**src/rtl/rgbc_nearest_color_classifier_unit_defines.svh**
```systemverilog
// ----------------------------------------------------------------------------
// rgbc nearest color classifier assertion macros
// clocked assertion helpers for the classifier unit; define ASSERT_OFF to drop them
// ----------------------------------------------------------------------------
`ifndef RGBC_NEAREST_COLOR_CLASSIFIER_UNIT_DEFINES_SVH
`define RGBC_NEAREST_COLOR_CLASSIFIER_UNIT_DEFINES_SVH

`ifndef ASSERT_OFF

// implication checked in the same cycle
`define RGBC_ASSERT_IMP(label, ante, cons, msg) \
	label: assert property (@(posedge clk) disable iff (!arst_n) (ante) |-> (cons)) \
		else $error(msg);

// implication checked in the next cycle
`define RGBC_ASSERT_NEXT(label, ante, cons, msg) \
	label: assert property (@(posedge clk) disable iff (!arst_n) (ante) |=> (cons)) \
		else $error(msg);

`else

`define RGBC_ASSERT_IMP(label, ante, cons, msg)
`define RGBC_ASSERT_NEXT(label, ante, cons, msg)

`endif

`endif

```
**src/rtl/rgbc_pkg.sv**
```systemverilog
// ----------------------------------------------------------------------------
// rgbc classifier package
// shared widths, codes and types of the nearest color classifier
// ----------------------------------------------------------------------------
`default_nettype none

package rgbc_pkg;

	localparam int NUM_CLASSES_DEF = 5;
	localparam int NUM_CH          = 4;
	localparam int CH_W            = 16;
	localparam int SQ_W            = 2 * CH_W;
	localparam int DIST_W          = 34;
	localparam int ID_W            = 3;
	localparam int CLS_W           = 3;
	localparam int TAG_IDX_W       = 4;   // covers up to 16 classes
	localparam int S_TDATA_W       = 72;
	localparam int M_TDATA_W       = 40;

	localparam logic OP_CLASSIFY  = 1'b0;
	localparam logic OP_CALIBRATE = 1'b1;

	// channel 0 red, 1 green, 2 blue, 3 clear
	typedef logic [NUM_CH-1:0][CH_W-1:0] rgbc_sample_t;

	// tag that follows one reference read down the distance pipeline
	typedef struct packed {
		logic                 vld;
		logic                 last;
		logic [TAG_IDX_W-1:0] idx;
	} rgbc_tag_t;

endpackage

`default_nettype wire

```
**src/rtl/rgbc_nearest_color_classifier_unit.sv**
```systemverilog
// a calibrate beat is taken while idle and writes the reference memory at once
// a classify beat reads every reference in turn through the distance pipeline and its result is
// registered from the finish state, later while the previous result is still held on the output
// a new beat is taken only in idle, after the last result is registered: one reference read per
// cycle from the single memory read port, four distance stages behind it, finish and handoff
// reset: arst_n clears control, output valid and the per-class valid bits (references read 0)
// ----------------------------------------------------------------------------
// rgbc nearest color classifier
// stores one rgbc reference per class and returns the nearest class of a sample
// ----------------------------------------------------------------------------
`default_nettype none

`include "rgbc_nearest_color_classifier_unit_defines.svh"

module rgbc_nearest_color_classifier_unit
	import rgbc_pkg::*;
#(
	parameter int NUM_CLASSES = NUM_CLASSES_DEF
) (
	input  wire logic                 clk,
	input  wire logic                 arst_n,
	// input stream
	input  wire logic                 s_axis_tvalid,
	output logic                      s_axis_tready,
	// class_index[2:0], red[18:3], green[34:19], blue[50:35], clear[66:51], zero[71:67]
	input  wire logic [S_TDATA_W-1:0] s_axis_tdata,
	// op[0]
	input  wire logic [0:0]           s_axis_tuser,
	// result stream
	output logic                      m_axis_tvalid,
	input  wire logic                 m_axis_tready,
	// color_id[2:0], min_dist_sq[36:3], zero[39:37]
	output logic [M_TDATA_W-1:0]      m_axis_tdata
);

	localparam int IDX_W = $clog2(NUM_CLASSES);
	localparam int CNT_W = $clog2(NUM_CLASSES + 1);

	// controller states
	localparam logic [1:0] ST_IDLE = 2'd0;
	localparam logic [1:0] ST_RUN  = 2'd1;
	localparam logic [1:0] ST_FIN  = 2'd2;

	logic [1:0]        state_q;
	logic [CNT_W-1:0]  cnt_q;        // next reference to read
	rgbc_sample_t      sample_q;     // sample under classification
	logic [DIST_W-1:0] best_dist_q;
	logic [IDX_W-1:0]  best_id_q;
	logic              m_valid_q;
	logic [M_TDATA_W-1:0] m_tdata_q;

	logic         in_beat;
	logic         op;
	logic [CLS_W-1:0] class_index;
	rgbc_sample_t in_sample;
	logic         cal_wr;
	logic         issue;
	rgbc_tag_t    tag_s0;
	rgbc_tag_t    tag_s5;
	rgbc_sample_t ref_s1;
	logic [DIST_W-1:0] dist_s5;
	logic         take_best;
	logic         out_free;

	// input unpack
	assign op          = s_axis_tuser[0];
	assign class_index = s_axis_tdata[CLS_W-1:0];
	assign in_sample   = rgbc_sample_t'(s_axis_tdata[CLS_W +: NUM_CH*CH_W]);

	assign s_axis_tready = (state_q == ST_IDLE);
	assign in_beat       = s_axis_tvalid && s_axis_tready;

	// calibrate writes straight into the memory; out-of-range classes are dropped
	assign cal_wr = in_beat && (op == OP_CALIBRATE) && (int'(class_index) < NUM_CLASSES);

	// one reference read per cycle while classifying
	assign issue       = (state_q == ST_RUN) && (cnt_q < CNT_W'(NUM_CLASSES));
	assign tag_s0.vld  = issue;
	assign tag_s0.last = (cnt_q == CNT_W'(NUM_CLASSES - 1));
	assign tag_s0.idx  = TAG_IDX_W'(cnt_q[IDX_W-1:0]);

	rgbc_ref_mem #(
		.DEPTH (NUM_CLASSES),
		.IDX_W (IDX_W)
	) u_mem (
		.clk     (clk),
		.arst_n  (arst_n),
		.wr_en   (cal_wr),
		.wr_addr (IDX_W'(class_index)),
		.wr_data (in_sample),
		.rd_en   (issue),
		.rd_addr (cnt_q[IDX_W-1:0]),
		.rd_data (ref_s1)
	);

	rgbc_dist_unit u_dist (
		.clk     (clk),
		.arst_n  (arst_n),
		.sample  (sample_q),
		.tag_s0  (tag_s0),
		.ref_s1  (ref_s1),
		.tag_s5  (tag_s5),
		.dist_s5 (dist_s5)
	);

	// first entry always seeds the running minimum; strict less keeps the lower index on ties
	assign take_best = tag_s5.vld && ((tag_s5.idx == '0) || (dist_s5 < best_dist_q));

	// output register is free when empty or its beat is taken this cycle
	assign out_free = !m_valid_q || m_axis_tready;

	always_ff @(posedge clk or negedge arst_n) begin
		if (!arst_n) begin
			state_q   <= ST_IDLE;
			cnt_q     <= '0;
			m_valid_q <= 1'b0;
		end else begin
			// in finish the register is either refilled or kept
			if (m_valid_q && m_axis_tready && (state_q != ST_FIN)) begin
				m_valid_q <= 1'b0;
			end
			unique case (state_q)
				ST_IDLE: begin
					cnt_q <= '0;
					if (in_beat && (op == OP_CLASSIFY)) begin
						state_q <= ST_RUN;
					end
				end
				ST_RUN: begin
					if (issue) begin
						cnt_q <= cnt_q + CNT_W'(1);
					end
					if (tag_s5.vld && tag_s5.last) begin
						state_q <= ST_FIN;
					end
				end
				ST_FIN: begin
					// wait here while the previous result is still held
					if (out_free) begin
						m_valid_q <= 1'b1;
						state_q   <= ST_IDLE;
					end
				end
				default: begin
					state_q <= ST_IDLE;
				end
			endcase
		end
	end

	// payload registers
	always_ff @(posedge clk) begin
		if (in_beat) begin
			sample_q <= in_sample;
		end
		if (take_best) begin
			best_dist_q <= dist_s5;
			best_id_q   <= tag_s5.idx[IDX_W-1:0];
		end
		if ((state_q == ST_FIN) && out_free) begin
			m_tdata_q <= {(M_TDATA_W - ID_W - DIST_W)'(0), best_dist_q, ID_W'(best_id_q)};
		end
	end

	assign m_axis_tvalid = m_valid_q;
	assign m_axis_tdata  = m_tdata_q;

	// distance results only appear while a classify is running
	`RGBC_ASSERT_IMP(a_dist_in_run, tag_s5.vld, state_q == ST_RUN,
		"distance result outside classify")
	// the first reference always seeds the minimum
	`RGBC_ASSERT_NEXT(a_seed_first, tag_s5.vld && (tag_s5.idx == '0), best_id_q == '0,
		"running minimum not seeded by class 0")
	// a new result only comes out of the finish state
	`RGBC_ASSERT_IMP(a_result_src, $rose(m_axis_tvalid), $past(state_q) == ST_FIN,
		"result raised outside finish")
	// reported class is always a stored class
	`RGBC_ASSERT_IMP(a_id_range, m_axis_tvalid, int'(m_axis_tdata[ID_W-1:0]) < NUM_CLASSES,
		"color id out of range")

endmodule

`default_nettype wire

```
**src/rtl/rgbc_ref_mem.sv**
```systemverilog
// ----------------------------------------------------------------------------
// rgbc reference memory
// one reference sample per class, registered read, per-entry valid bits
// ----------------------------------------------------------------------------
`default_nettype none

module rgbc_ref_mem
	import rgbc_pkg::*;
#(
	parameter int DEPTH = NUM_CLASSES_DEF,
	parameter int IDX_W = $clog2(NUM_CLASSES_DEF)
) (
	input  wire logic         clk,
	input  wire logic         arst_n,
	input  wire logic         wr_en,
	input  wire logic [IDX_W-1:0] wr_addr,
	input  wire rgbc_sample_t wr_data,
	input  wire logic         rd_en,
	input  wire logic [IDX_W-1:0] rd_addr,
	output rgbc_sample_t      rd_data
);

	rgbc_sample_t mem [DEPTH];
	rgbc_sample_t rd_data_q;
	logic [DEPTH-1:0] vld_q;
	logic rd_vld_q;

	always_ff @(posedge clk) begin
		if (wr_en) begin
			mem[wr_addr] <= wr_data;
		end
		if (rd_en) begin
			rd_data_q <= mem[rd_addr];
		end
	end

	// never-written entries read as zero
	always_ff @(posedge clk or negedge arst_n) begin
		if (!arst_n) begin
			vld_q    <= '0;
			rd_vld_q <= 1'b0;
		end else begin
			if (wr_en) begin
				vld_q[wr_addr] <= 1'b1;
			end
			if (rd_en) begin
				rd_vld_q <= vld_q[rd_addr];
			end
		end
	end

	assign rd_data = rd_vld_q ? rd_data_q : '0;

endmodule

`default_nettype wire

```
**src/rtl/rgbc_dist_unit.sv**
```systemverilog
// ----------------------------------------------------------------------------
// rgbc distance unit
// pipelined squared euclidean distance between the sample and one reference
// ----------------------------------------------------------------------------
`default_nettype none

module rgbc_dist_unit
	import rgbc_pkg::*;
(
	input  wire logic         clk,
	input  wire logic         arst_n,
	input  wire rgbc_sample_t sample,
	input  wire rgbc_tag_t    tag_s0,
	input  wire rgbc_sample_t ref_s1,
	output rgbc_tag_t    tag_s5,
	output logic [DIST_W-1:0] dist_s5
);

	rgbc_tag_t tag_s1_q, tag_s2_q, tag_s3_q, tag_s4_q, tag_s5_q;
	logic [CH_W-1:0]   diff_s2 [NUM_CH];
	logic [SQ_W-1:0]   sq_s3   [NUM_CH];
	logic [SQ_W:0]     pair_s4 [2];
	logic [DIST_W-1:0] dist_s5_q;

	always_ff @(posedge clk or negedge arst_n) begin
		if (!arst_n) begin
			tag_s1_q <= '0;
			tag_s2_q <= '0;
			tag_s3_q <= '0;
			tag_s4_q <= '0;
			tag_s5_q <= '0;
		end else begin
			tag_s1_q <= tag_s0;
			tag_s2_q <= tag_s1_q;
			tag_s3_q <= tag_s2_q;
			tag_s4_q <= tag_s3_q;
			tag_s5_q <= tag_s4_q;
		end
	end

	always_ff @(posedge clk) begin
		for (int ch = 0; ch < NUM_CH; ch++) begin
			// absolute difference per channel
			diff_s2[ch] <= (ref_s1[ch] >= sample[ch]) ? ref_s1[ch] - sample[ch]
			                                           : sample[ch] - ref_s1[ch];
			sq_s3[ch]   <= diff_s2[ch] * diff_s2[ch];
		end
		pair_s4[0] <= (SQ_W+1)'(sq_s3[0]) + (SQ_W+1)'(sq_s3[1]);
		pair_s4[1] <= (SQ_W+1)'(sq_s3[2]) + (SQ_W+1)'(sq_s3[3]);
		dist_s5_q  <= DIST_W'(pair_s4[0]) + DIST_W'(pair_s4[1]);
	end

	assign tag_s5  = tag_s5_q;
	assign dist_s5 = dist_s5_q;

endmodule

`default_nettype wire

```
**config.mk**
```make
export PLATFORM = sky130hd
export DESIGN_NAME = rgbc_nearest_color_classifier_unit
export DESIGN_NICKNAME = d
export VERILOG_FILES = /design/src/rtl/rgbc_pkg.sv /design/src/rtl/rgbc_nearest_color_classifier_unit.sv /design/src/rtl/rgbc_ref_mem.sv /design/src/rtl/rgbc_dist_unit.sv
export VERILOG_INCLUDE_DIRS = /design/src /design/src/rtl
export SDC_FILE = /design/constraint.sdc
export NUM_CORES = 2
export LEC_CHECK = 0
export BUFFER_PORTS_ARGS = -buffer_cell sky130_fd_sc_hd__clkbuf_2
export CORE_UTILIZATION = 50
export CTS_BUF_LIST = sky130_fd_sc_hd__clkbuf_4 sky130_fd_sc_hd__clkbuf_8 sky130_fd_sc_hd__clkbuf_16
export CTS_CLUSTER_DIAMETER = 150
export CTS_CLUSTER_SIZE = 40
export DETAILED_ROUTE_END_ITERATION = 8
export GPL_TIMING_DRIVEN = 0
export HOLD_SLACK_MARGIN = 0.15
export PLACE_DENSITY = 0.67
export SLEW_MARGIN = 30
export SYNTH_ARGS = -nofsm -noshare
export SYNTH_HDL_FRONTEND = slang
export SYNTH_SLANG_ARGS = --single-unit
```
**constraint.sdc**
```tcl
create_clock -name clk -period 24 [get_ports clk]
set_input_delay 4.8 -clock clk [delete_from_list [all_inputs] [get_ports clk]]
set_output_delay 4.8 -clock clk [all_outputs]
set_load 0.05 [all_outputs]
```
After elaboration in Yosys (flattened, before gate mapping)
Memories as Yosys holds them, arrays and structs flattened. A register that Yosys moved wholly into a read port is not among the register bits.
Index checks and enable logic that the tools add are counted.

storage, ports and cells
  flip-flop bits (word level) = 209
  latch bits = 0
  bits in writable memories = 578
  ROM bits = 0
  bits of input ports = 77
  output and inout port bits = 42
  word-level logic and storage cells = 107
  memories kept = 4

memory list
  memory          depth  bits a word  rd ports  clocked after memory_dff  write ports  RTL line              RTL
  u_mem.mem       5      64           1         1                         1            rgbc_ref_mem.sv:23    rgbc_sample_t mem [DEPTH];
  u_dist.sq_s3    4      32           4         0                         4            rgbc_dist_unit.sv:21  logic [SQ_W-1:0] sq_s3 [NUM_CH];
  u_dist.pair_s4  2      33           2         0                         2            rgbc_dist_unit.sv:22  logic [SQ_W:0] pair_s4 [2];
  u_dist.diff_s2  4      16           4         0                         4            rgbc_dist_unit.sv:20  logic [CH_W-1:0] diff_s2 [NUM_CH];

cells by class
  $add $sub $neg = 12
  multipliers = 4
  div/mod/pow operators = 0
  magnitude comparators = 10
  eq/ne operators = 8
  shift operators = 0
  muxes and demuxes = 20
  bitwise operators = 2
  reductions and logical operators = 19

operators by type and width
  operator                                                    number
  multiplier 16 x 16 -> 32 bit                                4
  subtractor 16 bit                                           8
  adder 32 x 32 -> 33 bit                                     2
  >= comparator 16 bit                                        4
  2-to-1 mux 16 bit                                           4
  2-to-1 mux 64 bit                                           1
  adder 33 x 33 -> 34 bit                                     1
  less-than comparator 34 bit                                 1
  logical AND 1 bit                                           11
  less-than comparator 3 x 4 -> 1 bit, second input constant  2
  2-to-1 mux 1 bit                                            7
  less-than comparator 3 bit, second input constant           2
  2-to-1 mux 2 bit                                            3
  inequality test 2 bit, second input constant                3
  one-hot mux 2 bit (3 select lines)                          1
  one-hot mux 3 bit (2 select lines)                          1
  bitwise OR 5 bit                                            1
  zero test 4 bit                                             1
  inequality test 2 x 1 -> 1 bit, second input constant       2
  adder 3 x 1 -> 3 bit, second input constant                 1
  binary-select mux 1 bit (select 3 bit)                      1
  demux 1 bit (select 3 bit)                                  1
  == test 3 bit, second input constant                        1
  >= comparator 3 x 1 -> 1 bit, second input constant         1
  10 further kinds                                            11

Logic depth before layout (Yosys ltp)
  word-level depth = 6
  gate-level depth with buffers = 26
  mapped depth without buffers = 25

By module
Synthesis repeated with hierarchy kept, for this count alone.

unflattened totals
  cell total of the unflattened synthesis = 6144
  area total of the unflattened synthesis = 66291.1 µm²

modules (own cells, without submodules)
  module                              times used  cells each  area each (µm²)  seq. area each (µm²)
  rgbc_dist_unit                      1           5218        46384.5          6516.2
  rgbc_ref_mem                        1           631         14561.5          11681.2
  rgbc_nearest_color_classifier_unit  1           295         5345.1           4294.1

Worst setup path before layout
OpenSTA, ideal clock, no wires.

  path type = input to register
  start = in s_axis_tvalid
  end = reg u_mem.vld_q[1]
  setup time = 0.106 ns
  arrival = 14.026 ns
  required time = 23.894 ns
  path slack = 9.868 ns
  stages on the path = 4
  buffers on the path = 0
  cells stage by stage = and2_1 nand2_1 nor4b_1 or2_2

between the ends
  word-level cells in the longest chain between the ends = 3

RTL lines
  item                             RTL line                                  RTL
  start, declared                  rgbc_nearest_color_classifier_unit.sv:23  input wire logic s_axis_tvalid,
  logical AND 1 bit                rgbc_nearest_color_classifier_unit.sv:71  assign in_beat = s_axis_tvalid && s_axis_tready;
  logical AND 1 bit (2 in series)  rgbc_nearest_color_classifier_unit.sv:74  assign cal_wr = in_beat && (op == OP_CALIBRATE) && (int'(class_index) < NUM_CLASSES);
  end signal, assigned             rgbc_ref_mem.sv:40                        vld_q <= '0;
  end signal, assigned by index    rgbc_ref_mem.sv:44                        vld_q[wr_addr] <= 1'b1;
  end, declared                    rgbc_ref_mem.sv:25                        logic [DEPTH-1:0] vld_q;

No other way between the ends.
A chain may end at the register's enable or synchronous reset.

==> flow_summary.toml <==
[grt]
grt_first_pass_wirelength_um = 223000
track_usage_pct = 21.3
grt-ovfl-total = 0
antenna_found_initial = 7
grt_pass1_vias = 41809
grt_max_degree = 42

[placement]
post-place-ws_ns = 16.02
hpwl_um = 112000
place.gp.congestion = 0.893
io_buffers = 110
placed_cells = 7748

[clock_network]
cts.sinks = 847
ctsResizeCount = 0
clockRootBuffer = "clkbuf_16"
clk_pin_slew_ns = 0.14
cts_max_path_buffers = 3
clock_latency_ns = 0.68
numCtsBuffers = 26
cts_tree = "yes"
cts_setup_buffers = 0
ctsHtreeMaxLevel = 1
ctsHoldBuffers = 0

[finish]
layout_common_cells = "inv_1, fa_1, ha_1"
fin_cells = 7801
final_common_cell = "inv_1"
nets = 7508
drive_gt1_share_pct = 7.01
syn_to_final_growth_pct = 6.42

[sta]
slew_viol_final = 0
clock.fmax_mhz = 134
setup_viol_count_final = 0
finalWorstSetupSlack_ns = 16.56
worst_pin_slew_ns = 0.947
rsz0062_at_grt = "false"
setup_tns_ns = 0
min_period_over_period_pct = 31.0
fin_skew_ns = 0.0340
maxSlewHeadroom_pct = 36.9
min_period_ns = 7.44
hold_viol = 0

[detailed_routing]
dr.pass1.iters = 7
drt-initial-drc-count = 2793
avgViaCountPerCell = 5.23
wl_per_cell_um = 17.7
drt-total-wl_um = 138000
ant_nets = 0
vias = 40830
route.detailed.drc = 0

[yosys]
synth_edf_count = 522
yosysSeqAreaShare_pct = 34.6
syn_avg_cell_area_um2 = 10.9
synthCells = 5917
synth.distinct_cells = 79
synth-seq-cells = 847
synth_area_mm2 = 0.0647
synth_area_leaders = "edfxtp_1, fa_1, ha_1"
synth_top_cell_by_area = "edfxtp_1"
synth-async-reset-ratio_pct = 4.37
synth_flop_cell = "edfxtp_1"
synth_top_area_share_pct = 24.2
ys_warn_count = 0

[floorplan]
die_y_um = 362
dieArea_mm2 = 0.131
io_pins = 119
dieWidth_um = 362
core-area_mm2 = 0.128
start_util_pct = 50.6
rows = 131

[setup_path]
crit_chain = "clkbuf_1, clkbuf_1, nand2_1, fa_1, fa_1, inv_1, fa_1, fa_1, fa_1, inv_1, fa_1, inv_1, ha_1, a211o_1, o31ai_2, o21ai_0, a2111oi_0, o21bai_1, a21oi_1, o21ai_1, xor2_1"
cp.required_ns = 24.55
crit_fanout = 10
r2r-start = "u_dist.diff_s2[3][4]"
cp-start-kind = "register"
critPathTopFamily = "adder cells"
crit_start = "u_dist.diff_s2[3][4]"
cp.arrival_ns = 8.00
path_class = "reg -> reg"
crit_path_frequent_cell = "fa_1"
cp_slowest_cell = "clkbuf_1"
cp-end-kind = "register"
crit_buf_inv = 5
cpPeakStageDelay_ns = 0.57

[hold_path]
hold_path_class = "reg -> reg"
hp-start = "u_dist.tag_s3_q[1]"

[run]
maxCapViolations = 0

[run_status]
status = "finished clean"
registers in the layout, summed over array words and instances (netlist names), 3 cells and up:
| register | count |
|---|---|
| u_dist.tag_s1_q | 5 |
| u_dist.dist_s5 | 34 |
| cnt_q | 3 |
| m_axis_tdata | 37 |
| u_mem.rd_data_q | 64 |
| u_mem.vld_q | 5 |
| sample_q | 64 |
| u_dist.tag_s5 | 5 |
| u_dist.pair_s4 | 66 |
| best_dist_q | 34 |
| u_dist.tag_s2_q | 5 |
| u_dist.diff_s2 | 64 |
| u_dist.sq_s3 | 124 |
| u_dist.tag_s4_q | 5 |
| best_id_q | 3 |
| u_mem.mem | 320 |
| u_dist.tag_s3_q | 5 |
Yosys cell counts, types with 4 or more instances:
cell,n
edfxtp_1,522
a221oi_1,4
a211o_1,6
inv_1,1208
o211ai_1,15
buf_2,10
nand3_1,47
o21ai_1,11
a21o_1,186
xnor2_1,176
buf_4,4
a21boi_0,8
or2_2,18
nor2b_1,61
a221o_1,7
mux2_2,71
o21ai_0,121
a211oi_1,29
o22ai_1,6
o31ai_1,11
a21oi_1,267
nand2b_1,46
ha_1,658
nand4_1,26
and3_1,29
xor2_1,96
nor2_1,195
a31oi_1,18
or3_1,15
o21a_1,25
a41oi_1,7
nand2_1,448
dfrtp_1,37
mux2i_1,40
dfxtp_1,288
o21bai_1,31
mux4_2,65
and2_1,179
o221ai_1,11
fa_1,659
clkbuf_1,132
buf_1,12
a311oi_1,4
a31o_2,12
nor3_1,39
per-stage QoR:
stage / util, % / cell area [um2] / hold WS, ns
floorplan: - / 64700 / 0.331
detailed placement: 53.1 / 67900 / 0.335
global route: 53.8 / 68800 / 0.370
global placement: 52.6 / 67300 / 0.332
CTS: 53.8 / 68800 / 0.365
finish: 53.8 / 68800 / 0.351
final timing paths:
| path | end | slack, ns | depth (start not counted) |
|---|---|---|---|
| min in group asynchronous | m_axis_tvalid | 4.20 | 1 |
| max in group asynchronous | u_dist.tag_s4_q[4] | 19.25 | 1 |
| worst max-delay path | u_dist.sq_s3[3][28] | 16.56 | 21 |
| worst max register to register | u_dist.sq_s3[3][28] | 16.56 | 21 |
| worst min-delay path | u_dist.tag_s4_q[1] | 0.35 | 0 |
| worst min register to register | u_dist.tag_s4_q[1] | 0.35 | 0 |
routing by layer:
| metal | wire length [um] | track usage, % | up-vias |
|---|---|---|---|
| li1 | - | - | 19629 |
| met2 | 64800 | 35.4 | 926 |
| met3 | 6510 | 1.82 | 108 |
| met1 | 64600 | 30.9 | 20165 |
| met4 | 2050 | 3.76 | 2 |
| met5 | 13 | 0 | - |
cell families (layout without fill, tap and decap cells):
| family | count (synthesis) | after routing | synth area share [%] |
|---|---|---|---|
| xor+xnor | 272 | 272 | 3.68 |
| other cells | 1 | 9 | 0.00580 |
| buf+inv | 1366 | 1580 | 7.97 |
| fa+ha+maj | 1317 | 1317 | 33.1 |
| flops | 847 | 847 | 34.6 |
| simple gates | 1120 | 1120 | 8.23 |
| mux | 176 | 176 | 4.12 |
| compound gates | 818 | 818 | 8.25 |
cell type report:
| class | instances | area [um2] |
|---|---|---|
| buffer | 158 | 633 |
| tap | 1662 | 2080 |
| clock inverter | 5 | 110 |
| inverter | 1208 | 4530 |
| multi-input combinational | 3706 | 37200 |
| clock buffer | 42 | 788 |
| sequential | 847 | 22400 |
| antenna | 6 | 15.0 |
| timing repair buffer | 167 | 1090 |
| fill | 11133 | 59000 |
Power is left out: the tool's default activity adds up to more than one toggle a clock period on the data nets, which glitch-free logic cannot reach.
